`src/sv/oli_pkg.sv`:
```
// ----------------------------------------------------------------------------
// oli_pkg
// shared types and constants for the ordered list block
// ----------------------------------------------------------------------------
package oli_pkg;

  localparam int unsigned CapacityDefault = 16;

  typedef enum logic [1:0] {
    OP_INSERT = 2'd0,
    OP_DELETE = 2'd1,
    OP_READ   = 2'd2
  } op_e;

  typedef enum logic [1:0] {
    ST_OK       = 2'd0,
    ST_FULL     = 2'd1,
    ST_EMPTY    = 2'd2,
    ST_NOTFOUND = 2'd3
  } status_e;

  typedef enum logic [3:0] {
    S_IDLE   = 4'b0001,
    S_SEARCH = 4'b0010,
    S_SHIFT  = 4'b0100,
    S_READ   = 4'b1000
  } state_e;

  typedef struct packed {
    logic [1:0]   opcode;
    logic signed [31:0] value;
  } in_t;

  typedef struct packed {
    logic [1:0]   status;
    logic signed [31:0] entry;
    logic         last;
  } res_t;

endpackage

```
`src/sv/ordered_list_insert_delete.sv`:
```
// ----------------------------------------------------------------------------
// ordered_list_insert_delete
// insertion-ordered list of signed 32-bit values in one ram, with insert at
// tail, delete of the first match and read-out from head to tail
// ----------------------------------------------------------------------------
// latency: insert, and delete or read on an empty list, gives its result the
//   cycle after the start transfer; delete is busy while it searches, then
//   shifts down, and read-out gives one result a cycle from the read state on
// throughput: one command at a time, busy_o is high while a walk runs
// reset: count and sequencer clear at once; the ram holds no reset value
// results cannot be stalled: res_strobe_o marks each for exactly one cycle
module ordered_list_insert_delete #(
  parameter int unsigned CAPACITY = oli_pkg::CapacityDefault
) (
  input  logic          clk_i,
  input  logic          rst_ni,
  input  logic          start_i,
  output logic          busy_o,
  input  oli_pkg::in_t  in_i,
  output logic          res_strobe_o,
  output oli_pkg::res_t res_o
);

  import oli_pkg::*;

  localparam int unsigned AW = $clog2(CAPACITY);
  localparam int unsigned CW = $clog2(CAPACITY + 1);

  state_e         state_q, state_d;
  logic [CW-1:0]  count_q, count_d;
  logic [AW-1:0]  idx_q, idx_d;
  logic signed [31:0] value_q, value_d;
  logic           strobe_q, strobe_d;
  res_t           res_q, res_d;

  // ram ports
  logic           we;
  logic [AW-1:0]  waddr;
  logic [31:0]    wdata;
  logic [AW-1:0]  raddr;
  logic [31:0]    rdata;

  // index plus one and plus two, wide enough to meet count
  logic [CW-1:0]  nxt1, nxt2;

  assign nxt1 = CW'(idx_q) + CW'(1);
  assign nxt2 = CW'(idx_q) + CW'(2);

  oli_ram #(
    .Width (32),
    .Depth (CAPACITY)
  ) u_ram (
    .clk_i   (clk_i),
    .we_i    (we),
    .waddr_i (waddr),
    .wdata_i (wdata),
    .raddr_i (raddr),
    .rdata_o (rdata)
  );

  always_comb begin
    state_d  = state_q;
    count_d  = count_q;
    idx_d    = idx_q;
    value_d  = value_q;
    strobe_d = 1'b0;
    res_d    = res_q;
    we       = 1'b0;
    waddr    = idx_q;
    wdata    = rdata;
    raddr    = '0;

    case (state_q)
      S_IDLE: begin
        // head read is issued here so the walk starts with data in hand
        raddr = '0;
        if (start_i) begin
          value_d = in_i.value;
          case (in_i.opcode)
            OP_INSERT: begin
              strobe_d     = 1'b1;
              res_d.entry  = '0;
              res_d.last   = 1'b1;
              if (count_q == CW'(CAPACITY)) begin
                res_d.status = ST_FULL;
              end else begin
                we           = 1'b1;
                waddr        = count_q[AW-1:0];
                wdata        = in_i.value;
                count_d      = count_q + CW'(1);
                res_d.status = ST_OK;
              end
            end
            OP_DELETE, OP_READ: begin
              if (count_q == '0) begin
                strobe_d     = 1'b1;
                res_d.status = ST_EMPTY;
                res_d.entry  = '0;
                res_d.last   = 1'b1;
              end else begin
                idx_d   = '0;
                state_d = (in_i.opcode == OP_DELETE) ? S_SEARCH : S_READ;
              end
            end
            default: begin
              // unused opcode: no transfer of results, no state change
            end
          endcase
        end
      end

      S_SEARCH: begin
        // rdata holds entry idx_q; fetch the next one speculatively
        raddr = nxt1[AW-1:0];
        if (rdata == value_q) begin
          if (nxt1 == count_q) begin
            // match at the tail: nothing to close up
            count_d      = count_q - CW'(1);
            strobe_d     = 1'b1;
            res_d.status = ST_OK;
            res_d.entry  = '0;
            res_d.last   = 1'b1;
            state_d      = S_IDLE;
          end else begin
            state_d = S_SHIFT;
          end
        end else if (nxt1 == count_q) begin
          strobe_d     = 1'b1;
          res_d.status = ST_NOTFOUND;
          res_d.entry  = '0;
          res_d.last   = 1'b1;
          state_d      = S_IDLE;
        end else begin
          idx_d = nxt1[AW-1:0];
        end
      end

      S_SHIFT: begin
        // rdata holds entry idx_q+1, moved down one place
        we    = 1'b1;
        waddr = idx_q;
        wdata = rdata;
        raddr = nxt2[AW-1:0];
        if (nxt2 == count_q) begin
          count_d      = count_q - CW'(1);
          strobe_d     = 1'b1;
          res_d.status = ST_OK;
          res_d.entry  = '0;
          res_d.last   = 1'b1;
          state_d      = S_IDLE;
        end else begin
          idx_d = nxt1[AW-1:0];
        end
      end

      S_READ: begin
        raddr        = nxt1[AW-1:0];
        strobe_d     = 1'b1;
        res_d.status = ST_OK;
        res_d.entry  = rdata;
        res_d.last   = (nxt1 == count_q);
        if (nxt1 == count_q) begin
          state_d = S_IDLE;
        end else begin
          idx_d = nxt1[AW-1:0];
        end
      end

      default: begin
        state_d = S_IDLE;
      end
    endcase
  end

  // control state
  always_ff @(posedge clk_i or negedge rst_ni) begin
    if (!rst_ni) begin
      state_q  <= S_IDLE;
      count_q  <= '0;
      strobe_q <= 1'b0;
    end else begin
      state_q  <= state_d;
      count_q  <= count_d;
      strobe_q <= strobe_d;
    end
  end

  // payload, no reset needed
  always_ff @(posedge clk_i) begin
    idx_q   <= idx_d;
    value_q <= value_d;
    res_q   <= res_d;
  end

  assign busy_o       = (state_q != S_IDLE);
  assign res_strobe_o = strobe_q;
  assign res_o        = res_q;

endmodule

```
`src/sv/oli_ram.sv`:
```
// ----------------------------------------------------------------------------
// oli_ram
// simple dual-port ram, one write and one registered read per cycle
// ----------------------------------------------------------------------------
module oli_ram #(
  parameter int unsigned Width = 32,
  parameter int unsigned Depth = 16
) (
  input  logic                     clk_i,
  input  logic                     we_i,
  input  logic [$clog2(Depth)-1:0] waddr_i,
  input  logic [Width-1:0]         wdata_i,
  input  logic [$clog2(Depth)-1:0] raddr_i,
  output logic [Width-1:0]         rdata_o
);

  logic [Width-1:0] mem_q [Depth];

  always_ff @(posedge clk_i) begin
    if (we_i) begin
      mem_q[waddr_i] <= wdata_i;
    end
    rdata_o <= mem_q[raddr_i];
  end

endmodule

```
`config.mk`:
```
export PLATFORM = sky130hd
export DESIGN_NAME = ordered_list_insert_delete
export DESIGN_NICKNAME = d
export VERILOG_FILES = /design/src/sv/oli_pkg.sv /design/src/sv/ordered_list_insert_delete.sv /design/src/sv/oli_ram.sv
export SDC_FILE = /design/constraint.sdc
export NUM_CORES = 1
export LEC_CHECK = 0
export ABC_CLOCK_PERIOD_IN_PS = 6000
export CAP_MARGIN = 20
export CORE_MARGIN = 5
export CORE_UTILIZATION = 45
export CTS_CLUSTER_SIZE = 40
export DETAILED_ROUTE_END_ITERATION = 8
export DONT_BUFFER_PORTS = 1
export SLEW_MARGIN = 10
export SYNTH_ARGS = -nofsm -noshare
export SYNTH_HDL_FRONTEND = slang
export SYNTH_SLANG_ARGS = --single-unit
```
`constraint.sdc`:
```
create_clock -name clk_i -period 6 [get_ports clk_i]
set_clock_uncertainty 0.1 [all_clocks]
set_input_delay 0.6 -clock clk_i [delete_from_list [all_inputs] [get_ports clk_i]]
set_output_delay 0.6 -clock clk_i [all_outputs]
set_load 0.03 [all_outputs]
```
# Word-level counts from Yosys, hierarchy flattened
# Memory sizes are Yosys's and may differ from the RTL's. A register that Yosys moved wholly into a read port is not among the register bits.
# Cells that the tools add are included.
[totals]
mem_count = 1
reg_bits = 81
output_inout_bits = 37
latch_bits = 0
rom_bits = 0
elab_cells = 100
ramBits = 512
[classes]
magnitude_cmp = 0
n_reduce_logical = 11
mul = 0
n_eq_ne = 23
shifts = 0
muxes = 53
bitwise = 0
n_div = 0
n_addsub = 4
[mem_list]
columns = ["memory", "words", "word_bits", "read_ports", "rd_ports_with_merged_regs", "write_ports", "line_no", "rtl"]
rows = [
  ["u_ram.mem_q", 16, 32, 1, 1, 1, "oli_ram.sv:17", "logic [Width-1:0] mem_q [Depth];"],
]
[op_table]
columns = ["op", "count"]
rows = [
  ["$mux 35", 6],
  ["$pmux 35 s4", 1],
  ["$mux 32", 4],
  ["$pmux 35 s2", 1],
  ["$mux 4", 17],
  ["$eq 32x32->1", 1],
  ["$pmux 4 s4", 2],
  ["$mux 5", 6],
  ["$ne 2x2->1 const B", 8],
  ["$pmux 5 s3", 1],
  ["$reduce_and 6->1", 2],
  ["$eq 5x5->1", 2],
  ["$mux 1", 10],
  ["$pmux 4 s2", 1],
  ["$reduce_and 7->1", 1],
  ["$add 4x1->5 const B", 1],
  ["$add 4x2->5 const B", 1],
  ["$add 5x1->5 const B", 1],
  ["$eq 5x5->1 const B", 1],
  ["$logic_not 5->1", 1],
  ["$sub 5x1->5 const B", 1],
  ["$eq 4x1->1 const B", 1],
  ["$eq 4x2->1 const B", 1],
  ["$eq 4x3->1 const B", 1],
  ["other kinds (16)", 19],
]

# Longest topological paths before layout
[depth]
word_depth = 7
ltp_mapped = 10
mapped_depth_nobuf = 8

# Cells and area by module
# From an unflattened synthesis, not the netlist that was laid out.
[unflattened]
cells_unflattened = 1158
hier_area_um2 = 24121.9
[by_module_without_submodules]
columns = ["module", "area_per_inst_um2", "instances", "cells_per_inst"]
rows = [
  ["oli_ram", 19835.3, 1, 838],
  ["ordered_list_insert_delete", 4286.6, 1, 320],
]

# Least setup slack after synthesis
# Ideal clock, no wire load.
[synth_timing]
path_kind = "flip-flop to flip-flop"
from = "reg state_q[0]"
to = "mem u_ram.mem_q[10][0] (enable)"
path_slack_ns = 1.804
synth_period_minus_slack_ns = 4.196
n_path_buf = 1
required_ns = 5.479
stages_incl_launch_ff = 8
arrival_time_ns = 3.675
path_cell_list = "dfstp_2 clkbuf_1 nor4b_4 nand2_1 inv_1 and3_1 a22oi_1 nor2_1"
[synth_via]
elab_chain_cells = 4
elab_cells_between_ends = 6
cone_classes = "eq/ne: 2; mux: 4"
[synth_rtl]
columns = ["item", "line_no", "rtl"]
rows = [
  ["from (decl)", "ordered_list_insert_delete.sv:29", "state_e state_q, state_d;"],
  ["from (signal assigned)", "ordered_list_insert_delete.sv:182", "state_q <= state_d;"],
  ["$eq 4x3->1 / $eq 4x1->1 (equally long branches)", "ordered_list_insert_delete.sv:73", "case (state_q)"],
  ["$pmux 1 s2", "ordered_list_insert_delete.sv:73", ""],
  ["$mux 1", "oli_ram.sv:20", "if (we_i) begin"],
  ["$mux 1 (not written as such)", "oli_ram.sv:21", "mem_q[waddr_i] <= wdata_i;"],
  ["to (decl)", "oli_ram.sv:17", ""],
]
# Parallel ways exist; a longest one is shown, timed or not.

# Worst setup path in the final report
[layout_timing]
from = "reg state_q[2]"
to = "reg u_ram.rdata_o[16] (read register of u_ram.mem_q)"
[layout_via]
elab_chain_cells = 3
elab_cells_between_ends = 5
cone_classes = "eq/ne: 3; mux: 1; reduce/logical: 1"
[layout_rtl]
columns = ["item", "line_no", "rtl"]
rows = [
  ["$eq 4x4->1 / $eq 4x2->1 (equally long branches)", "ordered_list_insert_delete.sv:73", ""],
  ["$reduce_or 2->1 (no source line)", "n/a", ""],
  ["$pmux 4 s2 *", "ordered_list_insert_delete.sv:73", ""],
  ["to (decl)", "oli_ram.sv:14", "output logic [Width-1:0] rdata_o"],
]
# Every way passes the cells marked *; elsewhere a longest branch is shown, timed or not.
# A chain may end at the register's enable or synchronous reset.

==> flow_metrics.tcl <==
set metrics [dict create \
    syn_avg_cell_area_um2 14.55 \
    synth-compound-area-share 0.08289 \
    synth_top_family_by_area "simple AND/OR/NAND/NOR gates" \
    synth_nets 1754 \
    cts-resized-gates 0 \
    tns_ns 0 \
    end_kind "register" \
    initial_core_util 0.4527 \
    grt_overflow 0 \
    seqCellArea_mm2 0.01840 \
    synth_common_cells "edfxtp_1 (583), nand2_1 (329), a21oi_1 (136)" \
    fillers 4518 \
    cp_common_cell "buf_4" \
    drc_errors 0 \
    timing.final.crit_share 0.6791 \
    dieArea_mm2 0.06001 \
    antenna_cells 0 \
    vias 14550 \
    synth_most_common_cell "edfxtp_1" \
    powerDensity_mw_per_mm2 431.2 \
    synth_cell_types 58 \
    crit_path_cell_trace "nor4b_2 -> o21ai_1 -> a211oi_4 -> buf_4 -> or2_1 -> buf_4 -> o221ai_1" \
    rrSetupSlack_ns 1.93 \
    dieWidth_um 245.0 \
    fp-row-count 86 \
    core-area_mm2 0.05488 \
    syn_to_final_growth_pct 14.05 \
    vdd_ir_drop_max_mv 0.2405 \
    rsz0062_at_grt "false" \
    cts.sinks 625 \
    cpPeakStageDelay_ns 0.83 \
    relSlewSlack 0.2479 \
    final_util 0.5163 \
    dp_hpwl_um 35520 \
    cts_tree "built" \
    place_area_mm2 0.02574 \
    synth-edff-count 583 \
    min_path_type "in2reg" \
    synth.area.mux_share 0.02871 \
    numCtsBuffers 66 \
    required_ns 6.31 \
    cts_hold_buf 33 \
    final.min_clock_period_ns 4.075 \
    grt_pass1_wl_um 92870 \
    synth_area_leaders "edfxtp_1 (70%), nand2_1 (5.0%), a21oi_1 (2.7%)" \
    leakagePower_nw 9.825 \
    grt_max_degree 131 \
    finalWirelength_um 62000 \
    cp_max_fo 34 \
    cts_setup_buffers 0 \
    synth_cells 1708 \
    worstSetupPathType "reg2reg" \
    drt_iter0_drc 1477 \
    slew_violations 0 \
    syn_area_mm2 0.02485 \
    final_hold_viol_count 0 \
    synth-adder-area-share 0.004835 \
    worst_pin_slew_ns 1.118 \
    synth-seq-cells 625 \
    fin_total_pwr_mw 12.22 \
    wl_per_cell_um 24.87 \
    synth_top_cell_area_share 0.7046 \
    globalRouteTotalUtil 0.2048 \
    async_reset_ff_frac 0.01600 \
    synth-simple-area-share 0.1006 \
    clkLatencyLatePin_ns 0.59 \
    ant_nets 0 \
    gp_congestion 0.8038 \
    layout-drive-gt1-share 0.1179 \
    grt_pass1_vias 14380 \
    synth_flop_cell "edfxtp_1" \
    synthXorXnorAreaFrac 0.01763 \
    slowest_stage "or2_1" \
    finalNetCount 1784 \
    status "complete, no violations" \
    root_buffer "clkbuf_16" \
    clk_pin_slew_ns 0.06 \
    crit_arrival_ns 4.38 \
    h-tree-depth 3 \
    fmax_mhz 245.4 \
    io_pins 74 \
    synth_top_cell_by_area "edfxtp_1" \
    die_h_um 245.0 \
    multiInputGateArea_mm2 0.006033 \
    port_buffers 0 \
    final_area_mm2 0.02834 \
    seq_area_frac_synth 0.7405 \
    ys_warn_count 0 \
    first_pass_iters 5 \
    drv_cap 0 \
    setup_viol 0 \
    startpoint_type "register" \
    viasPerCell 5.836 \
    cts_buffer_depth 3 \
    grt_antenna_before_repair 2 \
]
cell type report:
cell class | instances | share of cell area
clock buffer | 98 | 0.06981
clock inverter | 21 | 0.008081
tap | 704 | 0.03109
multi-input combinational | 966 | 0.2129
sequential | 625 | 0.6493
inverter | 10 | 0.001325
timing repair buffer | 69 | 0.02747
worst max-delay path: cells and delay by family (launching register included):
| kind | cells | cell delay [ns] |
|---|---|---|
| DFF | 1 | 0.75 |
| AOI/OAI and AO/OA | 3 | 0.62 |
| buffers and inverters | 2 | 0.92 |
| and+or+nand+nor | 2 | 1.48 |
logic make-up after synthesis:
| family | after synthesis |
|---|---|
| AND/OR/NAND/NOR | 544 |
| buffers and inverters | 117 |
| multiplexers | 67 |
| flip-flops | 625 |
| AO/OA/AOI/OAI | 296 |
| adder cells (fa/ha/maj) | 9 |
| XOR/XNOR | 50 |
placed cells by master, fill, tap and decap left out, types with 8 or more instances in the layout:
cell	count
edfxtp_1	583
nand2_1	329
a21oi_1	136
clkbuf_16	71
nand3_1	69
a22o_1	64
xor2_1	39
and2_1	36
nand4_1	36
mux2_2	34
mux2i_1	33
a32oi_1	33
dlygate4sd3_1	33
o221ai_1	32
dfxtp_1	32
buf_4	25
nor2_4	19
clkbuf_1	17
nor2_1	16
xnor2_1	11
clkbuf_8	10
inv_1	9
dfrtp_1	9
ha_1	8
clkinv_2	8
report_power, final:
group	switching (mW)	internal (mW)
registers	0.365	5.56
clock network	1.63	2.50
logic	1.54	0.634
routing by layer:
layer	GRT usage	routed length, um
met5	0	0
met4	0.05842	1382
met3	0.04606	4422
met2	0.3131	28410
met1	0.2981	27780
registers in the layout, summed over array words and instances (netlist names):
signal	count
count_q	5
value_q	32
u_ram.rdata_o	32
idx_q	4
res_o	35
u_ram.mem_q	512
state_q	4
res_strobe_o	1
path summary, 6_finish.rpt:
kind | from | end | depth (start not counted)
max in group asynchronous | rst_ni | state_q[0] | 1
min in group asynchronous | rst_ni | count_q[1] | 1
min | in_i[32] | state_q[1] | 3
max reg2reg | state_q[2] | u_ram.rdata_o[16] | 7
max | state_q[2] | u_ram.rdata_o[16] | 7
min reg2reg | u_ram.rdata_o[3] | res_o[4] | 1
stage by stage:
stage	instances	hold slack [ns]	setup WS (ns)
floorplan	1708	0.2044	1.804
detailed placement	2339	0.2051	1.927
CTS	2491	0.2093	1.868
finish	2493	0.2361	1.925
global placement	2331	0.2051	1.920
global route	2493	0.2552	1.817
Power figures use the tool's default switching activity.
